===== src/hdl/plt_pkg.sv =====
package plt_pkg;

	localparam int PEER_SLOTS = 4;
	localparam int SLOT_W     = (PEER_SLOTS > 1) ? $clog2(PEER_SLOTS) : 1;
	localparam int MAC_W      = 48;
	localparam int DATA_W     = 32;
	localparam int TIME_W     = 32;
	localparam int CFG_IDX_W  = 1;
	localparam int CFG_DATA_W = 32;

	localparam logic [DATA_W-1:0] READY_CODE  = 32'd666;
	localparam logic [DATA_W-1:0] KEEP_CODE   = 32'd0;
	localparam logic [TIME_W-1:0] DEF_TIMEOUT = 32'd6000;

	localparam logic [CFG_IDX_W-1:0] CFG_TIMEOUT  = 1'b0;
	localparam logic [CFG_IDX_W-1:0] CFG_SHUTDOWN = 1'b1;

	typedef logic [SLOT_W-1:0] slot_idx_t;

	typedef enum logic [1:0] {
		ACT_PAIR   = 2'd0,
		ACT_STATUS = 2'd1,
		ACT_KEEP   = 2'd2,
		ACT_TICK   = 2'd3
	} action_t;

	typedef enum logic [1:0] {
		ST_DONE    = 2'd0,
		ST_IGNORED = 2'd1,
		ST_NOFREE  = 2'd2,
		ST_READY   = 2'd3
	} status_t;

	typedef enum logic [2:0] {
		S_IDLE,
		S_TICK,
		S_FIND,
		S_APPLY,
		S_CHECK,
		S_DONE
	} state_t;

	typedef struct packed {
		logic              valid;
		logic              ready;
		logic              online;
		logic [MAC_W-1:0]  addr;
		logic [TIME_W-1:0] last_seen;
	} plt_rd_t;

	typedef struct packed {
		logic              ins;
		logic              set_ready;
		logic              set_online;
		logic              stamp;
		logic              drop;
		slot_idx_t         idx;
		logic [MAC_W-1:0]  mac;
		logic [TIME_W-1:0] stamp_time;
	} plt_wr_t;

	typedef struct packed {
		status_t    status;
		logic [1:0] slot;
		logic       reply;
		logic [3:0] lost;
		logic       done;
	} plt_res_t;

endpackage


===== src/hdl/plt_table.sv =====
module plt_table (
	input  logic              clk,
	input  logic              arst_n,
	input  plt_pkg::slot_idx_t rd_idx,
	output plt_pkg::plt_rd_t  rd,
	output logic              all_ready,
	input  plt_pkg::plt_wr_t  wr
);

	logic [plt_pkg::MAC_W-1:0]  addr_q [plt_pkg::PEER_SLOTS];
	logic [plt_pkg::TIME_W-1:0] seen_q [plt_pkg::PEER_SLOTS];
	logic [plt_pkg::PEER_SLOTS-1:0] valid_q;
	logic [plt_pkg::PEER_SLOTS-1:0] ready_q;
	logic [plt_pkg::PEER_SLOTS-1:0] online_q;

	always_comb begin
		rd.valid     = valid_q[rd_idx];
		rd.ready     = ready_q[rd_idx];
		rd.online    = online_q[rd_idx];
		rd.addr      = addr_q[rd_idx];
		rd.last_seen = seen_q[rd_idx];
		all_ready    = &(valid_q & ready_q);
	end

	always_ff @(posedge clk) begin
		if (wr.ins) begin
			addr_q[wr.idx] <= wr.mac;
		end
		if (wr.stamp) begin
			seen_q[wr.idx] <= wr.stamp_time;
		end
	end

	always_ff @(posedge clk or negedge arst_n) begin
		if (!arst_n) begin
			valid_q  <= '0;
			ready_q  <= '0;
			online_q <= '0;
		end else begin
			if (wr.ins) begin
				valid_q[wr.idx] <= 1'b1;
			end
			if (wr.set_ready) begin
				ready_q[wr.idx] <= 1'b1;
			end
			if (wr.set_online) begin
				online_q[wr.idx] <= 1'b1;
			end
			if (wr.drop) begin
				ready_q[wr.idx]  <= 1'b0;
				online_q[wr.idx] <= 1'b0;
			end
		end
	end

endmodule


===== src/hdl/plt_ctrl.sv =====
module plt_ctrl (
	input  logic                            clk,
	input  logic                            arst_n,
	input  logic                            in_valid,
	output logic                            in_stall,
	input  logic [1:0]                      action,
	input  logic [plt_pkg::MAC_W-1:0]       peer_mac,
	input  logic [plt_pkg::DATA_W-1:0]      event_data,
	input  logic                            cfg_valid,
	output logic                            cfg_ready,
	input  logic [plt_pkg::CFG_IDX_W-1:0]   cfg_index,
	input  logic [plt_pkg::CFG_DATA_W-1:0]  cfg_data,
	output plt_pkg::slot_idx_t              rd_idx,
	input  plt_pkg::plt_rd_t                rd,
	input  logic                            all_ready,
	output plt_pkg::plt_wr_t                wr,
	output logic                            res_valid,
	input  logic                            res_take,
	output plt_pkg::plt_res_t               res
);

	plt_pkg::state_t    state_q, state_d;
	plt_pkg::action_t   act_q;
	logic [plt_pkg::MAC_W-1:0]  mac_q;
	plt_pkg::slot_idx_t cnt_q;
	logic               hit_q, free_q;
	plt_pkg::slot_idx_t hit_idx_q, free_idx_q;
	plt_pkg::plt_res_t  res_q, res_d;
	logic [plt_pkg::TIME_W-1:0] time_q;
	logic [plt_pkg::TIME_W-1:0] timeout_q;
	logic               open_q;
	logic               shut_q;

	plt_pkg::action_t   in_act;
	plt_pkg::slot_idx_t sel_idx;
	logic               sel_ok;
	logic               last;
	logic               match;
	logic               expired;
	logic               reject;
	logic               close;

	assign cfg_ready = 1'b1;
	assign res       = res_q;
	assign in_act    = plt_pkg::action_t'(action);
	assign sel_idx   = hit_q ? hit_idx_q : free_idx_q;
	assign sel_ok    = hit_q | free_q;
	assign last      = (cnt_q == plt_pkg::SLOT_W'(plt_pkg::PEER_SLOTS - 1));
	assign match     = rd.valid && (rd.addr == mac_q);
	assign expired   = rd.valid && rd.online && ((time_q - rd.last_seen) >= timeout_q);

	always_comb begin
		unique case (in_act)
			plt_pkg::ACT_PAIR:   reject = !open_q;
			plt_pkg::ACT_STATUS: reject = !open_q || (event_data != plt_pkg::READY_CODE);
			plt_pkg::ACT_KEEP:   reject = (event_data != plt_pkg::KEEP_CODE);
			plt_pkg::ACT_TICK:   reject = 1'b0;
			default:             reject = 1'b1;
		endcase
		reject = reject || shut_q;
	end

	always_ff @(posedge clk or negedge arst_n) begin
		if (!arst_n) begin
			state_q <= plt_pkg::S_IDLE;
		end else begin
			state_q <= state_d;
		end
	end

	always_comb begin
		state_d       = state_q;
		res_d         = res_q;
		in_stall      = 1'b1;
		res_valid     = 1'b0;
		close         = 1'b0;
		rd_idx        = (state_q == plt_pkg::S_APPLY) ? sel_idx : cnt_q;
		wr            = '0;
		wr.idx        = rd_idx;
		wr.mac        = mac_q;
		wr.stamp_time = time_q;
		unique case (state_q)
			plt_pkg::S_IDLE: begin
				in_stall = 1'b0;
				if (in_valid) begin
					res_d = '0;
					if (reject) begin
						res_d.status = plt_pkg::ST_IGNORED;
						state_d      = plt_pkg::S_DONE;
					end else if (in_act == plt_pkg::ACT_TICK) begin
						state_d = plt_pkg::S_TICK;
					end else begin
						state_d = plt_pkg::S_FIND;
					end
				end
			end
			plt_pkg::S_TICK: begin
				if (expired) begin
					wr.drop    = 1'b1;
					res_d.lost = res_q.lost | (4'b0001 << cnt_q);
				end
				if (last) begin
					state_d = plt_pkg::S_DONE;
				end
			end
			plt_pkg::S_FIND: begin
				if (last) begin
					state_d = plt_pkg::S_APPLY;
				end
			end
			plt_pkg::S_APPLY: begin
				state_d = plt_pkg::S_DONE;
				if (act_q != plt_pkg::ACT_STATUS) begin
					res_d.reply = 1'b1;
				end
				if (!sel_ok) begin
					res_d.status = plt_pkg::ST_NOFREE;
				end else begin
					res_d.slot = 2'(sel_idx);
					unique case (act_q)
						plt_pkg::ACT_STATUS: begin
							if (hit_q && rd.ready) begin
								res_d.status = plt_pkg::ST_READY;
							end else begin
								wr.ins       = !hit_q;
								wr.set_ready = 1'b1;
								state_d      = plt_pkg::S_CHECK;
							end
						end
						plt_pkg::ACT_KEEP: begin
							wr.ins        = !hit_q;
							wr.set_ready  = 1'b1;
							wr.set_online = 1'b1;
							wr.stamp      = 1'b1;
						end
						default: begin
							wr.ins = !hit_q;
						end
					endcase
				end
			end
			plt_pkg::S_CHECK: begin
				if (all_ready) begin
					res_d.done = 1'b1;
					close      = 1'b1;
				end
				state_d = plt_pkg::S_DONE;
			end
			plt_pkg::S_DONE: begin
				res_valid = 1'b1;
				if (res_take) begin
					state_d = plt_pkg::S_IDLE;
				end
			end
			default: begin
				state_d = plt_pkg::S_IDLE;
			end
		endcase
	end

	always_ff @(posedge clk) begin
		res_q <= res_d;
		if (state_q == plt_pkg::S_IDLE) begin
			cnt_q  <= '0;
			hit_q  <= 1'b0;
			free_q <= 1'b0;
			act_q  <= in_act;
			mac_q  <= peer_mac;
		end else if (state_q == plt_pkg::S_TICK || state_q == plt_pkg::S_FIND) begin
			cnt_q <= cnt_q + 1'b1;
			if (state_q == plt_pkg::S_FIND) begin
				if (match && !hit_q) begin
					hit_q     <= 1'b1;
					hit_idx_q <= cnt_q;
				end
				if (!rd.valid && !free_q) begin
					free_q     <= 1'b1;
					free_idx_q <= cnt_q;
				end
			end
		end
	end

	always_ff @(posedge clk or negedge arst_n) begin
		if (!arst_n) begin
			time_q    <= '0;
			open_q    <= 1'b1;
			timeout_q <= plt_pkg::DEF_TIMEOUT;
			shut_q    <= 1'b0;
		end else begin
			if (state_q == plt_pkg::S_IDLE && in_valid && in_act == plt_pkg::ACT_TICK) begin
				time_q <= time_q + 1'b1;
			end
			if (close) begin
				open_q <= 1'b0;
			end
			if (cfg_valid) begin
				unique case (cfg_index)
					plt_pkg::CFG_TIMEOUT:  timeout_q <= cfg_data[plt_pkg::TIME_W-1:0];
					plt_pkg::CFG_SHUTDOWN: shut_q    <= cfg_data[0];
					default: ;
				endcase
			end
		end
	end

endmodule


===== src/hdl/peer_liveness_table.sv =====
// channel  | handshake             | payload
// in       | in_valid / in_stall   | action, peer_mac, event_data
// out      | out_valid / out_stall | status, slot, send_reply, lost_mask, all_ready
// cfg      | cfg_valid / cfg_ready | cfg_index, cfg_data
//
// one request at a time; the slot table is walked one slot per cycle through one
// address comparator and one elapsed-time subtract and compare
// rejected or shutdown requests go straight to the result; a tick walks every slot;
// pair and keepalive walk every slot, then apply; a status confirm may add a check step
// the result sits in an output register, so the next request is taken while it waits
// reset clears marks, time and registers at once; out_stall holds the result, and a
// second finished request then waits in the sequencer and stalls the input
module peer_liveness_table (
	input  logic                            clk,
	input  logic                            arst_n,
	input  logic                            in_valid,
	output logic                            in_stall,
	input  logic [1:0]                      action,
	input  logic [plt_pkg::MAC_W-1:0]       peer_mac,
	input  logic [plt_pkg::DATA_W-1:0]      event_data,
	output logic                            out_valid,
	input  logic                            out_stall,
	output logic [1:0]                      status,
	output logic [1:0]                      slot,
	output logic                            send_reply,
	output logic [3:0]                      lost_mask,
	output logic                            all_ready,
	input  logic                            cfg_valid,
	output logic                            cfg_ready,
	input  logic [plt_pkg::CFG_IDX_W-1:0]   cfg_index,
	input  logic [plt_pkg::CFG_DATA_W-1:0]  cfg_data
);

	plt_pkg::slot_idx_t rd_idx;
	plt_pkg::plt_rd_t   rd;
	plt_pkg::plt_wr_t   wr;
	plt_pkg::plt_res_t  res;
	logic               tbl_all_ready;
	logic               res_valid;
	logic               res_take;
	logic               out_valid_q;
	plt_pkg::plt_res_t  out_q;

	plt_table u_table (
		.clk       (clk),
		.arst_n    (arst_n),
		.rd_idx    (rd_idx),
		.rd        (rd),
		.all_ready (tbl_all_ready),
		.wr        (wr)
	);

	plt_ctrl u_ctrl (
		.clk        (clk),
		.arst_n     (arst_n),
		.in_valid   (in_valid),
		.in_stall   (in_stall),
		.action     (action),
		.peer_mac   (peer_mac),
		.event_data (event_data),
		.cfg_valid  (cfg_valid),
		.cfg_ready  (cfg_ready),
		.cfg_index  (cfg_index),
		.cfg_data   (cfg_data),
		.rd_idx     (rd_idx),
		.rd         (rd),
		.all_ready  (tbl_all_ready),
		.wr         (wr),
		.res_valid  (res_valid),
		.res_take   (res_take),
		.res        (res)
	);

	assign res_take = !out_valid_q || !out_stall;

	always_ff @(posedge clk or negedge arst_n) begin
		if (!arst_n) begin
			out_valid_q <= 1'b0;
		end else if (res_take) begin
			out_valid_q <= res_valid;
		end
	end

	always_ff @(posedge clk) begin
		if (res_valid && res_take) begin
			out_q <= res;
		end
	end

	assign out_valid  = out_valid_q;
	assign status     = out_q.status;
	assign slot       = out_q.slot;
	assign send_reply = out_q.reply;
	assign lost_mask  = out_q.lost;
	assign all_ready  = out_q.done;

endmodule


===== config.mk =====
export PLATFORM = sky130hd
export DESIGN_NAME = peer_liveness_table
export DESIGN_NICKNAME = d
export VERILOG_FILES = /design/src/hdl/plt_pkg.sv /design/src/hdl/plt_table.sv /design/src/hdl/plt_ctrl.sv /design/src/hdl/peer_liveness_table.sv
export SDC_FILE = /design/constraint.sdc
export NUM_CORES = 1
export LEC_CHECK = 0
export ABC_AREA = 1
export BUFFER_PORTS_ARGS = -buffer_cell sky130_fd_sc_hd__buf_2
export CAP_MARGIN = 20
export CORE_MARGIN = 1
export CORE_UTILIZATION = 45
export DETAILED_ROUTE_END_ITERATION = 8
export GPL_TIMING_DRIVEN = 0
export PLACE_DENSITY = 0.6
export SYNTH_ARGS = -nofsm -noshare
export SYNTH_HDL_FRONTEND = slang
export SYNTH_SLANG_ARGS = --single-unit

===== constraint.sdc =====
create_clock -name clk -period 14.5 [get_ports clk]
set_input_delay 0.725 -clock clk [delete_from_list [all_inputs] [get_ports clk]]
set_output_delay 0.725 -clock clk [all_outputs]
set_load 0.02 [all_outputs]

==> results_dict.tcl <==
set metrics [dict create \
    swShare 0.349 \
    setup-tns-final_ns 0 \
    die_h_um 223 \
    period_share 0.509 \
    place_inst 2837 \
    ctsHoldBuffers 0 \
    cts_setup_buffers 0 \
    initial_utilization 0.458 \
    rows 80 \
    synthTopCellsByCount "nand2_1, edfxtp_1, inv_1" \
    power_frac_seq 0.412 \
    max_freq_mhz 136 \
    netlist_instances 2079 \
    grt_pass1_wl_um 81900 \
    antenna_left 0 \
    path_clk_slew_ns 0.06 \
    synthArstFlopShare 0.171 \
    cts_tree "done" \
    post_dp_cell_area_sq_um 23700 \
    grt_overflow_total 0 \
    cp_max_fo 10 \
    synth_flop_cell "edfxtp_1" \
    cts_resized 0 \
    clock-root-buffer "clkbuf_16" \
    area_delta_synth_final_pct 15.5 \
    cts_buffer_depth 3 \
    grt_max_degree 51 \
    grt_antenna_before_repair 0 \
    cts.sinks 480 \
    cp-start-kind "flop" \
    synth_cell_types 53 \
    portBuffers 131 \
    final_util 0.529 \
    fp.dieW_um 223 \
    drive_above_1_share 0.127 \
    rsz0062_at_grt "false" \
    synth_area_leaders "edfxtp_1, nand2_1, dfrtp_1, ha_1, inv_1" \
    grt.total_usage 0.212 \
    cp_slowest_cell "a21boi_0" \
    drt_first_pass_iters 5 \
    crit_top_cell "nand2_1" \
    cell_internal_pwr_mw 2.79 \
    drc 0 \
    yosys_warnings 0 \
    numCtsBuffers 52 \
    crit_path_max_incr_delay_ns 0.67 \
    n_fill_cell 4256 \
    io_pins 133 \
    final_cell_area_sq_um 25400 \
    ir_worst_vdd_v 0.0000904 \
    n_antenna_cell 0 \
    synth_top_area_share 0.538 \
    combPwrFrac 0.293 \
    vias 15204 \
    clk_latency_ns 0.62 \
    max_slew_margin 0.370 \
    cap_violations 0 \
    skew_ns 0.0295 \
    outcome "finished clean" \
    setup_violations 0 \
    synth_area_sq_um 22000 \
    core-area_sq_um 47900 \
    avgRoutedWirePerCell_um 17.6 \
    hold_violations 0 \
    switching_power_mw 1.50 \
    synth_edf_count 394 \
    htree_levels 2 \
    path_class "reg2reg" \
    fin_cells 2935 \
    p_per_area_nw_per_um2 169 \
    fin_nets 2467 \
    drv_slew 0 \
    syn_nets 2270 \
    synth.avg_cell_area_sq_um 10.6 \
    seq_area_frac_synth 0.636 \
    tightest_slew_ns 0.942 \
    synth_most_common_cell "nand2_1" \
    period_needed_ns 7.37 \
    leakagePower_nw 10.8 \
    power.clock.fraction 0.295 \
    drt_iter0_drc 968 \
    worst_setup_path_end_kind "flop" \
    routed_wl_um 51700 \
    hp-class "in2async" \
    place_congestion 0.870 \
    viasPerCell 5.18 \
    cp.arrival_ns 7.67 \
    die-area_sq_um 49700 \
    first_global_vias 15091 \
    hpwl_um 36000 \
    yosys.area.top_type "edfxtp_1" \
    ys_seq_elements 480 \
    worstPathRequired_ns 14.80 \
]
-- power by group through the flow --
stage | sequential [mW] | combinational (mW) | clock, mW
global placement | 1.79 | 1.22 | 0
floorplan | 1.76 | 0.841 | 0
global route | 1.78 | 1.41 | 1.34
CTS | 1.77 | 1.27 | 1.29
finish | 1.77 | 1.26 | 1.27
detailed placement | 1.79 | 1.26 | 0
-- cell families after synthesis --
family          after synthesis  synth area share
compound gates              227            0.0639
xor+xnor                     62            0.0247
fa+ha+maj                    71            0.0408
buf+inv                     241            0.0453
flops                       480             0.636
other cells                   1          0.000171
simple gates                997             0.189
-- layout by cell type (no fill, tap or decap), types with 10 or more instances in the layout --
| master | count |
|---|---|
| edfxtp_1 | 394 |
| nand4_1 | 12 |
| nand3_1 | 133 |
| nor3_1 | 20 |
| clkinv_1 | 10 |
| ha_1 | 70 |
| clkbuf_16 | 53 |
| nand3b_1 | 10 |
| xor2_1 | 45 |
| clkbuf_1 | 38 |
| xnor2_1 | 17 |
| dfrtp_1 | 74 |
| o221ai_1 | 26 |
| inv_1 | 182 |
| nor2_1 | 131 |
| o22ai_1 | 11 |
| nor2_4 | 12 |
| clkinv_2 | 10 |
| o22a_1 | 19 |
| buf_2 | 149 |
| a21oi_1 | 102 |
| nand2_1 | 647 |
| o21ai_0 | 34 |
-- final timing paths --
path	from	end	slack [ns]	cells after the start
max	u_ctrl.state_q[2]	u_ctrl.res[2]	7.13	29
min	arst_n	u_ctrl.timeout_q[14]	0.06	1
max reg2reg	u_ctrl.state_q[2]	u_ctrl.res[2]	7.13	29
min reg2reg	u_ctrl.res[8]	status[0]	0.42	0
max in group asynchronous	arst_n	u_ctrl.open_q	13.75	2
min in group clk	peer_mac[47]	u_ctrl.mac_q[47]	0.28	1
-- sequential cells by signal, summed over array words and instances, names as in the netlist, 2 cells and up, named ones only --
name,flops
u_ctrl.free_idx_q,2
u_ctrl.act_q,2
u_ctrl.hit_idx_q,2
u_table.valid_q,4
u_table.addr_q,192
u_ctrl.state_q,3
u_ctrl.time_q,32
u_ctrl.res,10
lost_mask,4
slot,2
status,2
u_ctrl.timeout_q,32
u_ctrl.mac_q,48
u_table.seen_q,128
u_ctrl.cnt_q,2
-- stage by stage --
| stage | worst slack [ns] | total power [mW] | hold WS (ns) |
|---|---|---|---|
| after floorplan | 9.55 | 2.60 | 0.400 |
| after global placement | 7.31 | 3.01 | 0.407 |
| after detailed placement | 7.20 | 3.05 | 0.408 |
| after CTS | 7.15 | 4.33 | 0.0547 |
| after global routing | 6.64 | 4.54 | 0.0931 |
| final | 7.13 | 4.29 | 0.0650 |
-- layout make-up --
class / instances / area (sq um) / area share
clock buffer: 68 / 1400 / 0.0553
sequential: 480 / 14000 / 0.551
buffer: 57 / 305 / 0.0120
tap: 615 / 769 / 0.0303
timing repair buffer: 143 / 928 / 0.0366
inverter: 184 / 691 / 0.0272
clock inverter: 30 / 239 / 0.00942
multi-input combinational: 1358 / 7060 / 0.278
-- critical path: cells and delay by family (launching register included) --
family,cells,cell delay (ns)
buffers and inverters,4,1.03
DFF,1,0.46
and+or+nand+nor,17,3.19
AOI/OAI and AO/OA,5,1.59
xor gates and xnor gates,1,0.16
adders and majority gates,2,0.63
-- routing by layer --
layer	vias up	global-route usage	wire [um]
li1	7508	-	-
met1	7302	0.281	22900
met2	316	0.359	25200
met3	78	0.0316	2470
met4	0	0.0687	1250
met5	-	0	0
Power figures use the tool's default switching activity.
